## config.mk

```make
export PLATFORM = sky130hd
export DESIGN_NAME = email_address_syntax_checker_unit
export DESIGN_NICKNAME = d
export VERILOG_FILES = /design/src/rtl/core/eas_pkg.sv /design/src/rtl/core/eas_classify.sv /design/src/rtl/core/eas_queue.sv /design/src/rtl/core/eas_check.sv /design/src/rtl/core/email_address_syntax_checker_unit.sv
export SDC_FILE = /design/constraint.sdc
export NUM_CORES = 1
export LEC_CHECK = 0
export ABC_CLOCK_PERIOD_IN_PS = 5350
export BUFFER_PORTS_ARGS = -buffer_cell sky130_fd_sc_hd__buf_2
export CAP_MARGIN = 20
export CELL_PAD_IN_SITES_DETAIL_PLACEMENT = 1
export CELL_PAD_IN_SITES_GLOBAL_PLACEMENT = 1
export CORE_MARGIN = 5
export CORE_UTILIZATION = 49
export CTS_CLUSTER_DIAMETER = 30
export DETAILED_ROUTE_END_ITERATION = 8
export PLACE_DENSITY_LB_ADDON = 0.1
export SETUP_SLACK_MARGIN = 0.02
export SYNTH_ARGS = -nofsm -noshare
export SYNTH_HDL_FRONTEND = slang
export SYNTH_SLANG_ARGS = --single-unit
```

## constraint.sdc

```tcl
create_clock -name clk -period 5.35 [get_ports clk]
set_input_delay 0.8025 -clock clk [delete_from_list [all_inputs] [get_ports clk]]
set_output_delay 0.8025 -clock clk [all_outputs]
set_load 0.01 [all_outputs]
```

## src/rtl/core/eas_pkg.sv

```systemverilog
// Shared types and constants for the address syntax checker.
// Holds byte codes, length limits, counter widths and the class record.
// Depends on nothing; every other file imports it.
package eas_pkg;

  // Length limits
  localparam int MAX_ADDRESS_LENGTH = 254;
  localparam int MAX_LOCAL_LENGTH   = 64;
  localparam int MAX_LABEL_LENGTH   = 63;

  // Counter widths: each counter saturates one above its limit
  localparam int TOTAL_W = $clog2(MAX_ADDRESS_LENGTH + 2);
  localparam int LOCAL_W = $clog2(MAX_LOCAL_LENGTH + 2);
  localparam int LABEL_W = $clog2(MAX_LABEL_LENGTH + 2);

  // Byte codes
  localparam logic [7:0] CHAR_AT     = 8'h40;
  localparam logic [7:0] CHAR_DOT    = 8'h2E;
  localparam logic [7:0] CHAR_HYPHEN = 8'h2D;
  localparam logic [7:0] CHAR_SPACE  = 8'h20;
  localparam logic [7:0] CHAR_DEL    = 8'h7F;

  // Queue between classifier and checker
  localparam int QUEUE_DEPTH = 2;
  localparam int QPTR_W      = $clog2(QUEUE_DEPTH);
  localparam int QCNT_W      = $clog2(QUEUE_DEPTH + 1);

  // Classified byte as passed through the queue
  typedef struct packed {
    logic is_at;
    logic is_dot;
    logic is_hyphen;
    logic is_label;
    logic is_bad_local;
    logic last;
  } eas_class_t;

  // Queue status seen by the top level
  typedef struct packed {
    logic full;
    logic empty;
  } eas_qstat_t;

endpackage

```

## src/rtl/core/eas_classify.sv

```systemverilog
// Front end: sorts each incoming byte into the character classes the checker uses.
// Purely combinational; depends on eas_pkg.
module eas_classify (
  input  logic [7:0]          character,
  input  logic                last,
  output eas_pkg::eas_class_t cls
);
  import eas_pkg::*;

  // Decode the byte into class flags
  always_comb begin
    cls.is_at        = (character == CHAR_AT);
    cls.is_dot       = (character == CHAR_DOT);
    cls.is_hyphen    = (character == CHAR_HYPHEN);
    cls.is_label     = (character inside {["A":"Z"], ["a":"z"], ["0":"9"]}) ||
                       (character == CHAR_HYPHEN);
    cls.is_bad_local = (character <= CHAR_SPACE) || (character == CHAR_DEL);
    cls.last         = last;
  end

endmodule

```

## src/rtl/core/eas_queue.sv

```systemverilog
// Short queue of classified bytes between front end and checker.
// Register storage with read and write pointers; depends on eas_pkg.
module eas_queue (
  input  logic                clk,
  input  logic                rst,
  input  logic                push,
  input  eas_pkg::eas_class_t push_item,
  input  logic                pop,
  output eas_pkg::eas_class_t head,
  output eas_pkg::eas_qstat_t stat
);
  import eas_pkg::*;

  eas_class_t        store [QUEUE_DEPTH];
  logic [QPTR_W-1:0] wr_ptr;
  logic [QPTR_W-1:0] rd_ptr;
  logic [QCNT_W-1:0] count;

  assign stat.full  = (count == QCNT_W'(QUEUE_DEPTH));
  assign stat.empty = (count == '0);
  assign head       = store[rd_ptr];

  // Write the storage; no reset needed on payload
  always_ff @(posedge clk) begin
    if (push) begin
      store[wr_ptr] <= push_item;
    end
  end

  // Advance pointers and count
  always_ff @(posedge clk) begin
    if (rst) begin
      wr_ptr <= '0;
      rd_ptr <= '0;
      count  <= '0;
    end else begin
      if (push) begin
        wr_ptr <= (wr_ptr == QPTR_W'(QUEUE_DEPTH - 1)) ? '0 : wr_ptr + QPTR_W'(1);
      end
      if (pop) begin
        rd_ptr <= (rd_ptr == QPTR_W'(QUEUE_DEPTH - 1)) ? '0 : rd_ptr + QPTR_W'(1);
      end
      if (push && !pop) begin
        count <= count + QCNT_W'(1);
      end else if (pop && !push) begin
        count <= count - QCNT_W'(1);
      end
    end
  end

endmodule

```

## src/rtl/core/eas_check.sv

```systemverilog
// Back end: applies the syntax rules byte by byte and holds the verdict register.
// Depends on eas_pkg for limits, widths and the class record.
module eas_check (
  input  logic                clk,
  input  logic                rst,
  input  logic                item_valid,
  input  eas_pkg::eas_class_t item,
  output logic                item_take,
  output logic                verdict_valid,
  output logic                verdict,
  input  logic                verdict_ready
);
  import eas_pkg::*;

  logic               seen_at,        seen_at_next;
  logic               failed,         failed_next;
  logic [TOTAL_W-1:0] total_count,    total_count_next;
  logic [LOCAL_W-1:0] local_count,    local_count_next;
  logic [LABEL_W-1:0] label_length,   label_length_next;
  logic               prev_dot,       prev_dot_next;
  logic               prev_hyphen,    prev_hyphen_next;
  logic [1:0]         labels_closed,  labels_closed_next;
  logic               label_ok;
  logic               final_label_ok;
  logic               result;

  // Take a byte unless it carries a verdict that cannot be stored
  assign item_take = item_valid && (!item.last || !verdict_valid || verdict_ready);

  // Current label closes cleanly
  assign label_ok = (label_length != '0) &&
                    (label_length <= LABEL_W'(MAX_LABEL_LENGTH)) && !prev_hyphen;

  // Per-byte rule update
  always_comb begin
    seen_at_next       = seen_at;
    failed_next        = failed;
    local_count_next   = local_count;
    label_length_next  = label_length;
    prev_dot_next      = prev_dot;
    prev_hyphen_next   = prev_hyphen;
    labels_closed_next = labels_closed;
    total_count_next   = (total_count <= TOTAL_W'(MAX_ADDRESS_LENGTH)) ?
                         total_count + TOTAL_W'(1) : total_count;

    if (!seen_at) begin
      if (item.is_at) begin
        if ((local_count == '0) || prev_dot) failed_next = 1'b1;
        seen_at_next      = 1'b1;
        prev_dot_next     = 1'b0;
        prev_hyphen_next  = 1'b0;
        label_length_next = '0;
      end else begin
        if (item.is_bad_local) failed_next = 1'b1;
        if (item.is_dot && ((local_count == '0) || prev_dot)) failed_next = 1'b1;
        prev_dot_next = item.is_dot;
        if (local_count <= LOCAL_W'(MAX_LOCAL_LENGTH)) begin
          local_count_next = local_count + LOCAL_W'(1);
        end
      end
    end else begin
      if (item.is_dot) begin
        if (!label_ok) begin
          failed_next = 1'b1;
        end else if (labels_closed < 2'd2) begin
          labels_closed_next = labels_closed + 2'd1;
        end
        label_length_next = '0;
        prev_hyphen_next  = 1'b0;
      end else if (item.is_label) begin
        if ((label_length == '0) && item.is_hyphen) failed_next = 1'b1;
        if (label_length <= LABEL_W'(MAX_LABEL_LENGTH)) begin
          label_length_next = label_length + LABEL_W'(1);
        end
        prev_hyphen_next = item.is_hyphen;
      end else begin
        failed_next = 1'b1;
      end
    end
  end

  // Verdict on the final byte: closing the last label must give two labels
  assign final_label_ok = (label_length_next != '0) &&
                          (label_length_next <= LABEL_W'(MAX_LABEL_LENGTH)) &&
                          !prev_hyphen_next;
  assign result = !failed_next && seen_at_next &&
                  (total_count_next <= TOTAL_W'(MAX_ADDRESS_LENGTH)) &&
                  (local_count_next != '0) &&
                  (local_count_next <= LOCAL_W'(MAX_LOCAL_LENGTH)) &&
                  final_label_ok && (labels_closed_next != 2'd0);

  // Hold rule state; clear after each address
  always_ff @(posedge clk) begin
    if (rst) begin
      seen_at       <= 1'b0;
      failed        <= 1'b0;
      total_count   <= '0;
      local_count   <= '0;
      label_length  <= '0;
      prev_dot      <= 1'b0;
      prev_hyphen   <= 1'b0;
      labels_closed <= '0;
    end else if (item_take) begin
      if (item.last) begin
        seen_at       <= 1'b0;
        failed        <= 1'b0;
        total_count   <= '0;
        local_count   <= '0;
        label_length  <= '0;
        prev_dot      <= 1'b0;
        prev_hyphen   <= 1'b0;
        labels_closed <= '0;
      end else begin
        seen_at       <= seen_at_next;
        failed        <= failed_next;
        total_count   <= total_count_next;
        local_count   <= local_count_next;
        label_length  <= label_length_next;
        prev_dot      <= prev_dot_next;
        prev_hyphen   <= prev_hyphen_next;
        labels_closed <= labels_closed_next;
      end
    end
  end

  // Verdict output register
  always_ff @(posedge clk) begin
    if (rst) begin
      verdict_valid <= 1'b0;
    end else if (item_take && item.last) begin
      verdict_valid <= 1'b1;
    end else if (verdict_ready) begin
      verdict_valid <= 1'b0;
    end
  end

  always_ff @(posedge clk) begin
    if (item_take && item.last) begin
      verdict <= result;
    end
  end

endmodule

```

## src/rtl/core/email_address_syntax_checker_unit.sv

```systemverilog
// Address syntax checker: one byte per request in, one verdict per address out.
// Throughput: one byte per cycle sustained while a final byte is not held back by a pending verdict.
// Verdict path: the final byte is first stored in the queue; when the checker takes it,
// the checker loads the verdict register and raises m_tvalid.
// Reset: synchronous rst empties the queue, clears rule state and drops m_tvalid.
module email_address_syntax_checker_unit (
  input  logic       clk,
  input  logic       rst,
  input  logic       s_tvalid,
  output logic       s_tready,
  input  logic [7:0] s_tdata,   // [7:0] character
  input  logic       s_tlast,
  output logic       m_tvalid,
  input  logic       m_tready,
  output logic [7:0] m_tdata    // [0] valid_res, [7:1] zero
);
  import eas_pkg::*;

  eas_class_t front_cls;
  eas_class_t q_head;
  eas_qstat_t q_stat;
  logic       push;
  logic       pop;
  logic       verdict;

  // Accept bytes while the queue has room
  assign s_tready = !q_stat.full;
  assign push     = s_tvalid && s_tready;

  eas_classify u_classify (
    .character (s_tdata),
    .last      (s_tlast),
    .cls       (front_cls)
  );

  eas_queue u_queue (
    .clk       (clk),
    .rst       (rst),
    .push      (push),
    .push_item (front_cls),
    .pop       (pop),
    .head      (q_head),
    .stat      (q_stat)
  );

  eas_check u_check (
    .clk           (clk),
    .rst           (rst),
    .item_valid    (!q_stat.empty),
    .item          (q_head),
    .item_take     (pop),
    .verdict_valid (m_tvalid),
    .verdict       (verdict),
    .verdict_ready (m_tready)
  );

  assign m_tdata = {7'b0, verdict};

  // Queue status is never both full and empty
  assert property (@(posedge clk) disable iff (rst) !(q_stat.full && q_stat.empty))
    else $error("queue reports full and empty together");

  // Nothing is taken from an empty queue
  assert property (@(posedge clk) disable iff (rst) q_stat.empty |-> !pop)
    else $error("pop from empty queue");

  // A new verdict only follows a final byte taken by the checker
  assert property (@(posedge clk) disable iff (rst)
    (m_tvalid && !$past(m_tvalid && !m_tready)) |-> $past(pop && q_head.last))
    else $error("verdict without a final byte");

  // Reset leaves no verdict pending
  assert property (@(posedge clk) rst |=> !m_tvalid)
    else $error("verdict valid after reset");

endmodule
```

Word-level counts from Yosys, hierarchy flattened
Memory sizes are Yosys's and may differ from the RTL's. A register that Yosys moved wholly into a read port is not among the register bits. Index checks and enable logic that the tools add are counted.

Add/sub/neg operators: 8. Order comparisons: 14. Equality and inequality tests: 6. Multiplexer cells: 48. Reduce and logical (&&, ||, !) cells: 45.

Operators by type and width (count): 2-to-1 mux 7 bit (10); 2-to-1 mux 1 bit (29); nonzero test 7 bit (3); logical AND 1 bit (20); equality test 8 x 6 -> 1 bit (second input constant) (2); equality test 8 x 7 -> 1 bit (second input constant) (2); >= comparator 8 x 7 -> 1 bit (second input constant) (2); less-or-equal comparator 8 x 6 -> 1 bit (second input constant) (2); less-or-equal comparator 8 x 7 -> 1 bit (second input constant) (2); less-or-equal comparator 8 bit (second input constant) (2); 2-to-1 mux 8 bit (2); adder 7 x 1 -> 7 bit (second input constant) (2); less-or-equal comparator 7 x 6 -> 1 bit (second input constant) (2); less-or-equal comparator 7 bit (second input constant) (2); logical NOT 7 bit (2); 2-to-1 mux 2 bit (7); logical NOT 1 bit (9); adder 8 x 1 -> 8 bit (second input constant) (1); >= comparator 8 x 6 -> 1 bit (second input constant) (1); nonzero test 2 bit (3); logical OR 1 bit (5); adder 2 x 1 -> 2 bit (second input constant) (2); nonzero test 3 bit (1); adder 1 bit (second input constant) (2); other kinds (6) (6).

Register bits: 34. Memory bits (writable): 12. Logic and storage cells: 135. Memories: 1.

Memories: u_queue.store (depth 2, bits a word 6, rd ports 1, clocked after Yosys merged registers in 1, write ports 1, line eas_queue.sv:14) `eas_class_t store [QUEUE_DEPTH];`.

Depth between registers and ports, before layout
Word-level depth: 13. Mapped depth: 10.

Cells and area by module
Synthesis repeated with hierarchy kept, for this count alone.

Cell total of the unflattened synthesis: 339. Area, all modules: 2940.3 sq um.

Modules (own cells, without submodules): eas_check (times used 1, cells each 263, area an instance 2052.0 sq um, seq. area each 610.6 sq um); eas_queue (times used 1, cells each 41, area an instance 639.4 sq um, seq. area each 460.4 sq um); eas_classify (times used 1, cells each 23, area an instance 171.4 sq um, seq. area each 0.0 sq um); email_address_syntax_checker_unit (times used 1, cells each 12, area an instance 77.6 sq um, seq. area each 0.0 sq um).

Worst setup path before layout
Ideal clock, no wire load.

Path kind: input to register. Start point: input port m_tready. End point: register u_queue.count[1]. Arrival time: 2.178 ns. Required time: 5.280 ns. Path slack: 3.102 ns. Stages: 8. Buffers on the path: 2. Path through: nand2b_1 -> o22a_1 -> buf_4 -> inv_2 -> buf_2 -> ha_1 -> or3_1 -> a21oi_1.

Word-level cells in the longest chain between the ends: 5. Elaborated cells on any way between the ends: 7. Those cells by class: mux: 1; reduce/logical: 6.

Ends and longest elaborated chain: from (decl) (line email_address_syntax_checker_unit.sv:14) `input logic m_tready,`; logical OR 1 bit * (line eas_check.sv:28) `assign item_take = item_valid && (!item.last || !verdict_valid || verdict_ready);`; logical AND 1 bit * (line eas_check.sv:28); logical NOT 1 bit (line eas_queue.sv:43) `if (push && !pop) begin`; logical AND 1 bit (line eas_queue.sv:43); 2-to-1 mux 2 bit / nonzero test 2 bit (equally long branches); to (signal assigned) (line eas_queue.sv:44) `count <= count + QCNT_W'(1);`; to (signal assigned) (line eas_queue.sv:46) `count <= count - QCNT_W'(1);`; to (decl) (line eas_queue.sv:17) `logic [QCNT_W-1:0] count;`.

Mark *: on every way between the ends. The rest lies on a longest branch, timed or not. A chain may end at the register's enable or synchronous reset.

==> results.ini <==
[sta]
slew_viol_final=0
holdWs_ns=0.4605
fin_skew_ns=0.005780
tightest_slew_ns=0.8169
final-hold-violation-count=0
finalSetupViolations=0
tns_ns=0
period_share=0.5116
fin_crit_ns=2.737
slew_headroom=0.4518
fmax_ghz=0.3654
rsz0062_at_grt=no

[floorplan]
top_level_ports=23
die_y_um=88.16
die_area_mm2=0.007771
die_width_um=88.16
core_area_mm2=0.005921
start_util=0.5055
rows=28

[placed_design]
numPlacedInstances=428
hpwl_um=5125
port_buffers=15
gp_congestion=0.7851

[synthesis]
syn_area_per_cell_um2=8.383
syn_inst=357
yosys.area.top_type=dfxtp_1
yosys_warnings=0
ys_top_cells_by_area=dfxtp_1 (23%), edfxtp_1 (13%), nor2_1 (5.5%), a21oi_1 (4.2%), o21ai_0 (4.0%)
synth.distinct_cells=71
async_reset_ff_frac=0
syn_area_mm2=0.002993
yosysSeqAreaShare=0.3579
synth_enable_flop_cells=13
synth-seq-cells=47
synth_top_cell_area_share=0.2274
synth_ff_type=dfxtp_1

[clocking]
cts_hold_buf=0
clkLatencyLatePin_ns=0.31
cts_tree=built
h-tree-depth=2
post_cts_buffers=0
ctsResizeCount=0
root_buffer=clkbuf_8
cts_buffer_depth=2
cts_sinks=47
path_clk_slew_ns=0.09
numCtsBuffers=5

[global_routing]
grt_pass1_vias=2675
grt_use_met2=0.3527
globalRouteOverflowTotal=0
grtUsageMet3=0.04139
busiest_layer=met2
grt_max_degree=35
met1_usage=0.2450
grtUsageTotal=0.2010
grt_pass1_wl_um=12330
antenna_found_initial=0

[cells_and_area]
fin_nets=381
n_fill_cell=731
final_util=0.5311
area.growth.synth_to_final_pct=5.059
ff_latch_area_mm2=0.001071
drive_above_1_share=0.1136
fin_cells=436
antenna_cells_inserted=0
multi_input_area_mm2=0.001720

[route]
num_vias=2603
wl_um=7230
wl_per_cell_um=16.58
drt_drc_violations_left=0
vias_per_cell=5.970
drt_first_pass_iters=4
first_iter_violations=123
ant_nets=0

[power]
power_w=0.001211
power_switching_w=0.0004927
clockPowerShare=0.212
power.leakage_nw=1.160
seq_power_share=0.395
power.internal_w=0.0007185
p_per_area_mw_per_mm2=385.2
switching_share=0.4068
p_comb_frac=0.393
ir_drop_uv=216.3

[worst_setup_path]
cp_max_fo=20
r2r_slack_ns=2.61
end_kind=flip-flop
critPathRequiredTime_ns=5.59
start_kind=flip-flop
criticalPathCategory=flip-flop to flip-flop
worstPathArrival_ns=2.98

[flow_run]
maxCapViolCount=0

[run_status]
status=complete, no violations

[hold_path]
hold_class=flip-flop to flip-flop

==> cell families (layout without fill, tap and decap cells) <==
kind of cell / count (synthesis) / count (layout) / synth area share
DFF: 47 / 47 / 0.3579
other: 1 / 7 / 0.001253
adders and majority gates: 8 / 8 / 0.03345
buffers and inverters: 43 / 41 / 0.07483
muxes: 6 / 6 / 0.02885
and+or+nand+nor: 145 / 145 / 0.2584
xor gates and xnor gates: 9 / 9 / 0.02634
AOI/OAI and AO/OA: 98 / 98 / 0.2191
==> flip-flops by register name (all words and copies together) (netlist names), named ones only <==
name and count:
u_queue.store 12, u_check.labels_closed 2, u_queue.count 2, u_check.failed 1
u_check.local_count 7, u_check.prev_dot 1, u_check.verdict_valid 1, u_check.label_length 7
u_check.seen_at 1, u_queue.wr_ptr 1, u_check.total_count 8, u_check.verdict 1
u_check.prev_hyphen 1, u_queue.rd_ptr 1
==> synthesized netlist by cell type, drive strengths merged (3+ instances only) <==
master	count
a21oi	25
and3	5
nor4	5
xor2	7
dfxtp	34
inv	17
nor2b	4
nand2b	6
or4	3
nor3b	4
a21o	4
mux2i	4
nor2	45
nand4b	5
nand4	4
a2bb2oi	4
ha	8
nor3	14
edfxtp	13
buf	18
nand3	8
clkbuf	8
a211oi	3
a31oi	5
o21ai	24
nand2	30
a22oi	8
nor4b	3
==> critical path: stages, from the launching register on <==
cell and delay, ns:
dfxtp_1 0.71, mux2i_4 0.38, o22a_1 0.44, inv_2 0.27, ha_1 0.38, or3_1 0.35
a21oi_1 0.13
==> metrics by stage <==
step,instance area (µm²),setup WS [ns]
floorplan,3015,3.102
global placement,3032,2.772
global route,3144,2.397
CTS,3144,2.636
finish,3144,2.613
detailed placement,3032,2.678
==> power by group through the flow <==
stage / clock network, W / registers (W) / logic [W]
finish: 0.000257 / 0.000478 / 0.000476
global route: 0.000286 / 0.000486 / 0.000529
CTS: 0.000264 / 0.000478 / 0.000475
detailed placement: 0 / 0.000486 / 0.000470
global placement: 0 / 0.000483 / 0.000457
floorplan: 0 / 0.000455 / 0.000403
==> worst paths after layout <==
check / startpoint / cells after the start / endpoint
min: u_check.prev_dot$_SDFFE_PP0P_ / 2 / u_check.prev_dot$_SDFFE_PP0P_
min reg2reg: u_check.prev_dot$_SDFFE_PP0P_ / 2 / u_check.prev_dot$_SDFFE_PP0P_
max: flip-flop / 6 / u_queue.count[1]$_SDFFE_PP0P_
max reg2reg: flip-flop / 6 / u_queue.count[1]$_SDFFE_PP0P_
==> layer usage <==
metal	vias to the layer above	wire length, µm
met5	-	0
met4	0	87
met3	6	180
met2	32	3526
met1	1275	3435
li1	1290	-
==> cell type report <==
cell class                      instances  share of cell area
Timing Repair Buffer                   16             0.02626
Clock buffer                            7             0.03422
Clock inverter                          1            0.001592
Multi-Input combinational cell        273              0.5472
Inverter                               17             0.02029
Sequential cell                        47              0.3406
Tap cell                               75             0.02984
==> cells in the final DEF, fill, tap and decap left out, drive strengths merged, types with 3 or more instances in the layout <==
cell	netlist	final
inv	17	17
xor2	7	7
o21ai	24	24
nand2b	6	6
nor2	45	45
or4	3	3
and3	5	5
nor4b	3	3
conb	1	7
a211oi	3	3
nor3b	4	4
nand4	4	4
nor2b	4	4
nor3	14	14
dfxtp	34	34
ha	8	8
mux2i	4	4
a21oi	25	25
edfxtp	13	13
a2bb2oi	4	4
nand3	8	8
a22oi	8	8
nand4b	5	5
clkbuf	8	7
a21o	4	4
nand2	30	30
a31oi	5	5
buf	18	16
nor4	5	5
Power figures use the tool's default switching activity.
